`src/hdl/tds_pkg.sv`:
```
`timescale 1ns / 1ps
// ----------------------------------------------------------------------------
// Task dependency scoreboard package
// Shared sizes, command codes and the beat types of both channels.
// ----------------------------------------------------------------------------
package tds_pkg;

    // Task capacity of the scoreboard.
    localparam int MAX_TASKS = 32;

    // Fixed field widths of the beats.
    localparam int CMD_W  = 3;
    localparam int TASK_W = 5;
    localparam int DEP_W  = 32;

    // Rows actually held: a task number can never exceed the task field.
    localparam int ROWS  = (MAX_TASKS < (1 << TASK_W)) ? MAX_TASKS : (1 << TASK_W);
    localparam int IDX_W = (ROWS > 2) ? $clog2(ROWS) : 1;
    localparam int CNT_W = $clog2(ROWS + 1);

    // Command codes.
    localparam logic [CMD_W-1:0] CMD_CLEAR    = 3'd0;
    localparam logic [CMD_W-1:0] CMD_DEFINE   = 3'd1;
    localparam logic [CMD_W-1:0] CMD_COMPLETE = 3'd2;
    localparam logic [CMD_W-1:0] CMD_ASSIGN   = 3'd3;
    localparam logic [CMD_W-1:0] CMD_QUERY    = 3'd4;

    typedef struct packed {
        logic [CMD_W-1:0]  command;
        logic [TASK_W-1:0] task_req;
        logic [DEP_W-1:0]  dep_mask;
    } in_beat_t;

    typedef struct packed {
        logic [TASK_W-1:0] ready_task;
        logic              has_task;
        logic              last;
    } out_beat_t;

endpackage

```
`src/hdl/tds_row_ram.sv`:
```
`timescale 1ns / 1ps
// ----------------------------------------------------------------------------
// Dependency row memory
// Simple dual-port memory, one write and one registered read per cycle.
// ----------------------------------------------------------------------------
module tds_row_ram #(
    parameter int DEPTH = 32,
    parameter int WIDTH = 32,
    parameter int AW    = 5
) (
    input  logic             aclk,
    input  logic             wr_en,
    input  logic [AW-1:0]    wr_addr,
    input  logic [WIDTH-1:0] wr_data,
    input  logic             rd_en,
    input  logic [AW-1:0]    rd_addr,
    output logic [WIDTH-1:0] rd_data
);

    logic [WIDTH-1:0] mem [DEPTH];
    logic [WIDTH-1:0] rd_data_reg;

    always_ff @(posedge aclk) begin
        if (wr_en) begin
            mem[wr_addr] <= wr_data;
        end
    end

    always_ff @(posedge aclk) begin
        if (rd_en) begin
            rd_data_reg <= mem[rd_addr];
        end
    end

    assign rd_data = rd_data_reg;

endmodule

```
`src/hdl/tds_row_check.sv`:
```
`timescale 1ns / 1ps
// ----------------------------------------------------------------------------
// Row readiness check
// Decides whether one task is ready from its row and its marks.
// ----------------------------------------------------------------------------
module tds_row_check (
    input  logic [tds_pkg::DEP_W-1:0] dep_row,
    input  logic                      defined_bit,
    input  logic                      assigned_bit,
    input  logic [tds_pkg::ROWS-1:0]  completed,
    output logic                      task_ready
);

    logic [tds_pkg::DEP_W-1:0] completed_ext;
    logic [tds_pkg::DEP_W-1:0] pending;

    // Dependencies beyond the held rows can never be completed.
    assign completed_ext = tds_pkg::DEP_W'(completed);
    assign pending       = dep_row & ~completed_ext;
    assign task_ready    = defined_bit & ~assigned_bit & (pending == '0);

endmodule

```
`src/hdl/task_dependency_scoreboard_unit.sv`:
```
// A query sweeps the row memory through its one read port, then walks
// the ready vector row by row while results are handed out, and result
// back-pressure can hold it. Only one query runs at a time; input is held
// off until its final beat.
// Reset (aresetn low, synchronous) clears all marks, the sequencer and m_valid.
// ----------------------------------------------------------------------------
// Task dependency scoreboard
// Keeps dependency rows and per-task marks and lists the ready tasks on query.
// ----------------------------------------------------------------------------
`timescale 1ns / 1ps
module task_dependency_scoreboard_unit (
    input  logic               aclk,
    input  logic               aresetn,
    input  logic               s_valid,
    output logic               s_ready,
    input  tds_pkg::in_beat_t  s_payload,
    output logic               m_valid,
    input  logic               m_ready,
    output tds_pkg::out_beat_t m_payload
);

    // Sequencer states, one-hot.
    typedef enum logic [2:0] {
        ST_IDLE = 3'b001,
        ST_SCAN = 3'b010,
        ST_EMIT = 3'b100
    } state_t;

    state_t state_reg, state_next;

    // Per-task marks. The rows themselves need no clearing: a row is only
    // ever consulted for a task whose defined mark is set, and defining a
    // task always writes its row first.
    logic [tds_pkg::ROWS-1:0] defined_reg,   defined_next;
    logic [tds_pkg::ROWS-1:0] completed_reg, completed_next;
    logic [tds_pkg::ROWS-1:0] assigned_reg,  assigned_next;

    // Sweep counter, the index of the row whose data is now on the read port,
    // and the ready vector that is built during the sweep and then walked.
    logic [tds_pkg::CNT_W-1:0] cnt_reg,    cnt_next;
    logic [tds_pkg::IDX_W-1:0] rd_idx_reg, rd_idx_next;
    logic [tds_pkg::ROWS-1:0]  vec_reg,    vec_next;
    logic [tds_pkg::IDX_W-1:0] out_idx_reg, out_idx_next;

    // Output register, which lets a finished beat wait without stalling.
    logic               m_valid_reg,   m_valid_next;
    tds_pkg::out_beat_t m_payload_reg, m_payload_next;

    logic                      s_fire;
    logic                      slot_free;
    logic                      task_in_range;
    logic [tds_pkg::IDX_W-1:0] task_idx;
    logic                      ram_wr_en;
    logic                      ram_rd_en;
    logic [tds_pkg::IDX_W-1:0] ram_rd_addr;
    logic [tds_pkg::DEP_W-1:0] ram_rd_data;
    logic                      row_ready;
    logic [tds_pkg::ROWS-1:0]  vec_shift;

    assign s_ready   = (state_reg == ST_IDLE);
    assign s_fire    = s_valid & s_ready;
    assign slot_free = ~m_valid_reg | m_ready;
    assign m_valid   = m_valid_reg;
    assign m_payload = m_payload_reg;

    // Task numbers at or above the row count are ignored by every command.
    assign task_in_range = ({1'b0, s_payload.task_req} < (tds_pkg::TASK_W + 1)'(tds_pkg::ROWS));
    assign task_idx      = s_payload.task_req[tds_pkg::IDX_W-1:0];

    // A redefinition leaves the existing row untouched.
    assign ram_wr_en = s_fire && (s_payload.command == tds_pkg::CMD_DEFINE)
                       && task_in_range && !defined_reg[task_idx];

    // The sweep issues one row read per cycle; the final sweep cycle only
    // consumes the data of the last row.
    assign ram_rd_en   = (state_reg == ST_SCAN) && (cnt_reg < tds_pkg::CNT_W'(tds_pkg::ROWS));
    assign ram_rd_addr = cnt_reg[tds_pkg::IDX_W-1:0];

    assign vec_shift = vec_reg >> 1;

    tds_row_ram #(
        .DEPTH (tds_pkg::ROWS),
        .WIDTH (tds_pkg::DEP_W),
        .AW    (tds_pkg::IDX_W)
    ) u_row_ram (
        .aclk    (aclk),
        .wr_en   (ram_wr_en),
        .wr_addr (task_idx),
        .wr_data (s_payload.dep_mask),
        .rd_en   (ram_rd_en),
        .rd_addr (ram_rd_addr),
        .rd_data (ram_rd_data)
    );

    // The one readiness check, reused for every row in turn.
    tds_row_check u_row_check (
        .dep_row      (ram_rd_data),
        .defined_bit  (defined_reg[rd_idx_reg]),
        .assigned_bit (assigned_reg[rd_idx_reg]),
        .completed    (completed_reg),
        .task_ready   (row_ready)
    );

    always_comb begin
        state_next     = state_reg;
        defined_next   = defined_reg;
        completed_next = completed_reg;
        assigned_next  = assigned_reg;
        cnt_next       = cnt_reg;
        rd_idx_next    = rd_idx_reg;
        vec_next       = vec_reg;
        out_idx_next   = out_idx_reg;
        m_valid_next   = m_valid_reg & ~m_ready;
        m_payload_next = m_payload_reg;

        case (state_reg)
            ST_IDLE: begin
                if (s_fire) begin
                    case (s_payload.command)
                        tds_pkg::CMD_CLEAR: begin
                            defined_next   = '0;
                            completed_next = '0;
                            assigned_next  = '0;
                        end
                        tds_pkg::CMD_DEFINE: begin
                            if (ram_wr_en) begin
                                defined_next[task_idx] = 1'b1;
                            end
                        end
                        tds_pkg::CMD_COMPLETE: begin
                            if (task_in_range) begin
                                completed_next[task_idx] = 1'b1;
                            end
                        end
                        tds_pkg::CMD_ASSIGN: begin
                            if (task_in_range) begin
                                assigned_next[task_idx] = 1'b1;
                            end
                        end
                        tds_pkg::CMD_QUERY: begin
                            cnt_next   = '0;
                            state_next = ST_SCAN;
                        end
                        default: begin
                            // Unused codes have no effect.
                        end
                    endcase
                end
            end

            ST_SCAN: begin
                // The row read last cycle is judged now and enters the ready
                // vector from the top; after the full sweep row 0 sits in bit 0.
                if (cnt_reg != '0) begin
                    vec_next = {row_ready, vec_reg[tds_pkg::ROWS-1:1]};
                end
                rd_idx_next = ram_rd_addr;
                cnt_next    = cnt_reg + 1'b1;
                if (cnt_reg == tds_pkg::CNT_W'(tds_pkg::ROWS)) begin
                    out_idx_next = '0;
                    state_next   = ST_EMIT;
                end
            end

            ST_EMIT: begin
                if (vec_reg == '0) begin
                    // Nothing ready: one empty, final beat.
                    if (slot_free) begin
                        m_valid_next              = 1'b1;
                        m_payload_next.ready_task = '0;
                        m_payload_next.has_task   = 1'b0;
                        m_payload_next.last       = 1'b1;
                        state_next                = ST_IDLE;
                    end
                end else if (!vec_reg[0]) begin
                    vec_next     = vec_shift;
                    out_idx_next = out_idx_reg + 1'b1;
                end else if (slot_free) begin
                    m_valid_next              = 1'b1;
                    m_payload_next.ready_task = tds_pkg::TASK_W'(out_idx_reg);
                    m_payload_next.has_task   = 1'b1;
                    m_payload_next.last       = (vec_shift == '0);
                    vec_next                  = vec_shift;
                    out_idx_next              = out_idx_reg + 1'b1;
                    if (vec_shift == '0) begin
                        state_next = ST_IDLE;
                    end
                end
            end

            default: begin
                state_next = ST_IDLE;
            end
        endcase
    end

    always_ff @(posedge aclk) begin
        if (!aresetn) begin
            state_reg     <= ST_IDLE;
            defined_reg   <= '0;
            completed_reg <= '0;
            assigned_reg  <= '0;
            cnt_reg       <= '0;
            m_valid_reg   <= 1'b0;
        end else begin
            state_reg     <= state_next;
            defined_reg   <= defined_next;
            completed_reg <= completed_next;
            assigned_reg  <= assigned_next;
            cnt_reg       <= cnt_next;
            m_valid_reg   <= m_valid_next;
        end
    end

    always_ff @(posedge aclk) begin
        rd_idx_reg    <= rd_idx_next;
        vec_reg       <= vec_next;
        out_idx_reg   <= out_idx_next;
        m_payload_reg <= m_payload_next;
    end

endmodule

```
`config.mk`:
```
export PLATFORM = sky130hd
export DESIGN_NAME = task_dependency_scoreboard_unit
export DESIGN_NICKNAME = d
export VERILOG_FILES = /design/src/hdl/tds_pkg.sv /design/src/hdl/tds_row_ram.sv /design/src/hdl/tds_row_check.sv /design/src/hdl/task_dependency_scoreboard_unit.sv
export SDC_FILE = /design/constraint.sdc
export NUM_CORES = 1
export LEC_CHECK = 0
export BUFFER_PORTS_ARGS = -buffer_cell sky130_fd_sc_hd__buf_2
export CAP_MARGIN = 30
export CORE_UTILIZATION = 25
export CTS_CLUSTER_SIZE = 28
export DETAILED_ROUTE_END_ITERATION = 12
export GPL_ROUTABILITY_DRIVEN = 0
export PLACE_DENSITY = 0.42
export SYNTH_ARGS = -nofsm -noshare
export SYNTH_HDL_FRONTEND = slang
export SYNTH_SLANG_ARGS = --single-unit
export TNS_END_PERCENT = 10
```
`constraint.sdc`:
```
create_clock -name aclk -period 13.9 [get_ports aclk]
set_clock_uncertainty 0.05 [all_clocks]
set_input_delay 0.695 -clock aclk [delete_from_list [all_inputs] [get_ports aclk]]
set_output_delay 0.695 -clock aclk [all_outputs]
set_load 0.02 [all_outputs]
```
# After elaboration in Yosys (flattened, before gate mapping)
# Memories as Yosys holds them, arrays and structs flattened. A register that Yosys moved wholly into a read port is not among the register bits.
# Cells that the tools add are included.
dict set report word_totals {
  wordCells 120
  mem_bits_rw 1024
  memories 1
  input_bits 44
  register_bits 155
}
# name words word_bits rd rd_ports_with_merged_regs write_ports line
set mem_list {}
lappend mem_list {u_row_ram.mem 32 32 1 1 1 tds_row_ram.sv:20} ;# logic [WIDTH-1:0] mem [DEPTH];
dict set report op_classes {
  magnitude_cmp 4
  reduce_logical 25
  bitwise_logic 13
  addsub 2
  n_eq_ne 18
  muxes 44
}
# op n
set op_table {}
lappend op_table {{32-bit one-hot mux with 2 select lines} 4}
lappend op_table {{32-bit 2-to-1 mux} 5}
lappend op_table {{32-bit logical NOT} 3}
lappend op_table {{32-bit OR} 3}
lappend op_table {{32-bit bitwise AND} 1}
lappend op_table {{32-bit inverter} 1}
lappend op_table {{7-bit 2-to-1 mux} 4}
lappend op_table {{3-bit 2-to-1 mux} 8}
lappend op_table {{5-bit 2-to-1 mux} 4}
lappend op_table {{1-bit binary-select mux with 5-bit select} 3}
lappend op_table {{3-bit AND reduction} 5}
lappend op_table {{5-bit by 6-bit less-than comparator with 1-bit output, second input constant} 2}
lappend op_table {{6-bit 2-to-1 mux} 2}
lappend op_table {{6-bit one-hot mux with 2 select lines} 1}
lappend op_table {{4-bit AND reduction} 3}
lappend op_table {{2-bit nonzero test} 6}
lappend op_table {{1-bit 2-to-1 mux} 10}
lappend op_table {{5-bit one-hot mux with 2 select lines} 1}
lappend op_table {{3-bit by 2-bit equality test with 1-bit output, second input constant} 3}
lappend op_table {{3-bit inequality test, second input constant} 3}
lappend op_table {{3-bit one-hot mux with 3 select lines} 1}
lappend op_table {{2-bit by 1-bit inequality test with 1-bit output, second input constant} 4}
lappend op_table {{6-bit by 1-bit adder with 6-bit output, second input constant} 1}
lappend op_table {{3-bit by 1-bit equality test with 1-bit output, second input constant} 2}
lappend op_table {{15 further kinds} 26}

# Depth between registers and ports, before layout
dict set report depth {
  word_depth 7
  ltp_mapped 9
  depth_no_buf 6
}

# Hierarchy
# A second synthesis with hierarchy kept.
dict set report unflattened {
  cells_unflattened 2899
  hier_area_um2 47510.6
}
# mod seq_area_each_um2 cells_per_inst area_each_um2 instances
set by_module_without_submodules {}
lappend by_module_without_submodules {tds_row_ram 31710.4 2260 40812.9 1}
lappend by_module_without_submodules {task_dependency_scoreboard_unit 3593.4 592 6426.2 1}
lappend by_module_without_submodules {tds_row_check 0.0 47 271.5 1}

# Worst setup path before layout
# Ideal clock, no wire load.
dict set report synth_path {
  path_type {input-to-reg}
  startpoint {input s_payload[32] in the netlist's numbering}
  endpoint {memory u_row_ram.mem[10][0], enable pin}
  t_arrival_ns 5.223
  n_path_buf 3
  t_required_ns 13.348
  setup_time_ns 0.502
  path_slack_ns 8.125
  stages 7
  path_cell_list {buf_2 buf_2 mux4_2 mux2i_1 o311ai_4 buf_6 nor4_1}
}
dict set report synth_between {
  elab_chain_cells 6
}
# element line
set synth_lines {}
lappend synth_lines {{from (decl)} task_dependency_scoreboard_unit.sv:16} ;# input tds_pkg::in_beat_t s_payload,
lappend synth_lines {{1-bit binary-select mux with 5-bit select} task_dependency_scoreboard_unit.sv:72} ;# && task_in_range && !defined_reg[task_idx];
lappend synth_lines {{1-bit 2-to-1 mux (implied by the code)} task_dependency_scoreboard_unit.sv:72}
lappend synth_lines {{1-bit logical NOT} task_dependency_scoreboard_unit.sv:72}
lappend synth_lines {{1-bit logical AND} task_dependency_scoreboard_unit.sv:72}
lappend synth_lines {{1-bit 2-to-1 mux} tds_row_ram.sv:24} ;# if (wr_en) begin
lappend synth_lines {{1-bit 2-to-1 mux (implied by the code)} tds_row_ram.sv:25} ;# mem[wr_addr] <= wr_data;
lappend synth_lines {{to (decl)} tds_row_ram.sv:20}
# Several ways; a longest one is shown, not always the timed one. The select of a mux whose other input is x is not followed.

# Worst setup path in the final report
dict set report layout_path {
  startpoint {register cnt_reg[0] in the netlist's numbering}
  endpoint {register u_row_ram.rd_data_reg[16] (netlist: u_row_ram.rd_data[16]), read port of u_row_ram.mem, data pin}
}
dict set report layout_between {
  elab_chain_cells 2
}
# element line
set layout_lines {}
lappend layout_lines {{from (decl)} task_dependency_scoreboard_unit.sv:40} ;# logic [tds_pkg::CNT_W-1:0] cnt_reg, cnt_next;
lappend layout_lines {{from (signal assigned)} task_dependency_scoreboard_unit.sv:210} ;# cnt_reg <= cnt_next;
lappend layout_lines {{6-bit less-than comparator} task_dependency_scoreboard_unit.sv:76} ;# assign ram_rd_en = (state_reg == ST_SCAN) && (cnt_reg < tds_pkg::CNT_W'(tds_pkg::ROWS));
lappend layout_lines {{1-bit logical AND} task_dependency_scoreboard_unit.sv:76}
lappend layout_lines {{to (decl)} tds_row_ram.sv:21} ;# logic [WIDTH-1:0] rd_data_reg;
# Several ways; a longest one is shown, not always the timed one.
# A chain may end at the register's enable or synchronous reset.

==> reports/metrics.cfg <==
[status]
outcome=finished clean

[yosys]
async_reset_ff_share_pct=0
ys_warn_count=0
synth_top_cell_area_share_pct=71.4
yosysTopAreaCell=edfxtp_1
syn_inst=2218
seq_area_frac_synth_pct=76.0
postSynthAreaPerCell_sq_um=20.9
synth_most_common_cell=edfxtp_1
synth_top_cells_by_count=edfxtp_1 (1,105), mux4_2 (326), nor2_1 (116), dfxtp_1 (106), clkbuf_1 (75)
ys_ff_latch=1211
synth-edff-count=1105
synth_fp_nets=2265
synth-main-ff-cell=edfxtp_1
synth_area_leaders=edfxtp_1 (71%), mux4_2 (16%), dfxtp_1 (4.6%), nor2_1 (0.94%), mux2_2 (0.78%)
ys_types=60
syn_area_sq_mm=0.0464

[critical_path]
start_kind=flop
worst_path_max_delay_cell=buf_4
r2r_cells=6
r2r_end=u_row_ram.rd_data[16]
r2r_start=cnt_reg[0]
regToRegSetupSlack_ns=9.23
endpoint_kind=flop
crit_type=reg -> reg
worstPathCellList=buf_4 -> buf_4 -> buf_4 -> mux4_2 -> mux4_2 -> mux2_2
crit_fanout=42
worst-endpoint-arrival_ns=5.12
cp_data_required_time_ns=14.35
max_stage_delay_ns=0.80
crit_top_cell=buf_4

[drt]
via_per_inst=4.55
detail_route.wl_per_cell_um=25.7
drc=0
drt-total-wl_mm=126
vias=22376
ant_nets=0
initialDrtViolationCount=1894
firstDrtPassIters=5

[clocking]
cts_buffers=136
postCtsSetupBuffers=0
clkSlewWorstSetupHoldPaths_ns=0.06
hold_buffers=0
root_buffer=clkbuf_16
insertion_delay_ns=0.76
h-tree-depth=4
cts_resized=0
cts_sinks=1211
clk_path_buf_depth=3
cts_tree=yes

[global_routing]
grt_max_degree=71
grt_use_met1_pct=18.2
grt-ovfl-total=0
grt_pass1_wl_mm=179
antenna_found_initial=9
grt.total_usage_pct=13.5
top_usage_layer=met2
use_met2_pct=22.1
met3_usage_pct=2.38
grt_pass1_vias=23311

[placed_design]
dp.cells=4668
post-dp-hpwl_mm=68.8
numPortBuffers=52

[worst_hold_path]
min_to=m_valid
whs_path_depth=3
hp-start=m_ready
min_path_type=in -> reg

[cells_and_area]
largest_register_ffs=1024
max_flop_register=u_row_ram.mem
final_util_pct=29.6
area_growth_pct=17.1
num-fill-cells=17950
final_nets=2390
instances_no_fill=4917
drive_gt1_share_pct=28.9

[timing]
timing.fmax_mhz=214
min_period_ns=4.67
worst_pin_slew_ns=0.992
fin_crit_sh_pct=33.6
final_hold_viol_count=0
worst_slew_margin_rel_pct=33.9
holdWs_ns=0.175
rsz0062_at_grt=no
setup_viol=0
tns_ns=0
maxSlewViolCount=0

[floorplan]
start_util_pct=25.3
rows=157
ioPinCount=53
fp.coreArea_sq_mm=0.184
die_w_um=433
die-area_sq_mm=0.188
die_h_um=433

[power]
power_density_mw_per_mm2=141
p_total_w=0.00764
ir_drop_uv=93.2
leakagePower_nw=16.1

[flow_run]
max_cap_violations=0

-- worst max-delay path, delay by kind of cell (launching register included) --
kind                   cells  cell delay, ns
muxes                      3            1.47
DFF                        1            0.75
buffers and inverters      3            1.94
-- metrics by stage --
| step | area (sq um) | setup WS, ns |
|---|---|---|
| 6_report | 54400 | 9.23 |
| 3_3_place_gp | 49800 | 8.60 |
| 3_5_place_dp | 49900 | 9.08 |
| 4_1_cts | 54400 | 9.06 |
| 5_1_grt | 54400 | 8.85 |
| 2_1_floorplan | 46400 | 8.13 |
-- layout make-up --
class	instances	area, sq um	area share, %
sequential	1211	35300	65.0
clock inverter	67	712	1.31
antenna	2	5.00	0.00920
multi-input combinational	832	10600	19.4
timing repair buffer	114	810	1.49
tap	2464	3080	5.67
clock buffer	179	3700	6.81
inverter	48	180	0.331
-- where the power goes --
group          internal [W]  switching [W]  leakage [nW]
Sequential          0.00397     0.00000174          10.8
Combinational     0.0000154      0.0000850          3.21
Clock               0.00212        0.00145          2.15
-- layout by cell type, fill, tap and decap left out, drive strengths merged, types with 32 or more instances in the layout --
cell type	Yosys	routed
inv	48	56
edfxtp	1105	1105
nor2	116	116
mux2	32	32
mux4	326	326
clkbuf	75	179
buf	52	114
nand2	37	37
clkinv	0	43
dfxtp	106	106
a21oi	71	71
nor2b	37	37
-- worst max-delay path by stage --
stage / startpoint / end / cells after the start
6_report: cnt_reg[0] / u_row_ram.rd_data[16] / 6
5_1_grt: cnt_reg[0] / u_row_ram.rd_data[16] / 6
4_1_cts: cnt_reg[0] / u_row_ram.rd_data[16] / 6
3_5_place_dp: cnt_reg[0] / u_row_ram.rd_data[16] / 6
3_3_place_gp: cnt_reg[0] / u_row_ram.rd_data[16] / 6
2_1_floorplan: s_payload[32] / u_row_ram.mem[10][0] / 7
-- layer usage --
metal	wire length [um]	vias up
li1	-	9400
met3	5520	200
met2	61100	525
met5	83	-
met1	56100	12237
met4	3380	14
-- logic make-up (layout without fill, tap and decap cells) --
logic type / Yosys count / in the layout / synth area share, %
AO/OA/AOI/OAI: 150 / 150 / 1.97
XOR/XNOR: 6 / 6 / 0.113
other: 0 / 2 / 0
multiplexers: 363 / 363 / 16.7
buffers and inverters: 175 / 408 / 1.68
flip-flops: 1211 / 1211 / 76.0
AND/OR/NAND/NOR: 310 / 310 / 3.45
adder cells (fa/ha/maj): 3 / 3 / 0.0808
No activity file was read; power rests on OpenSTA's default activity.
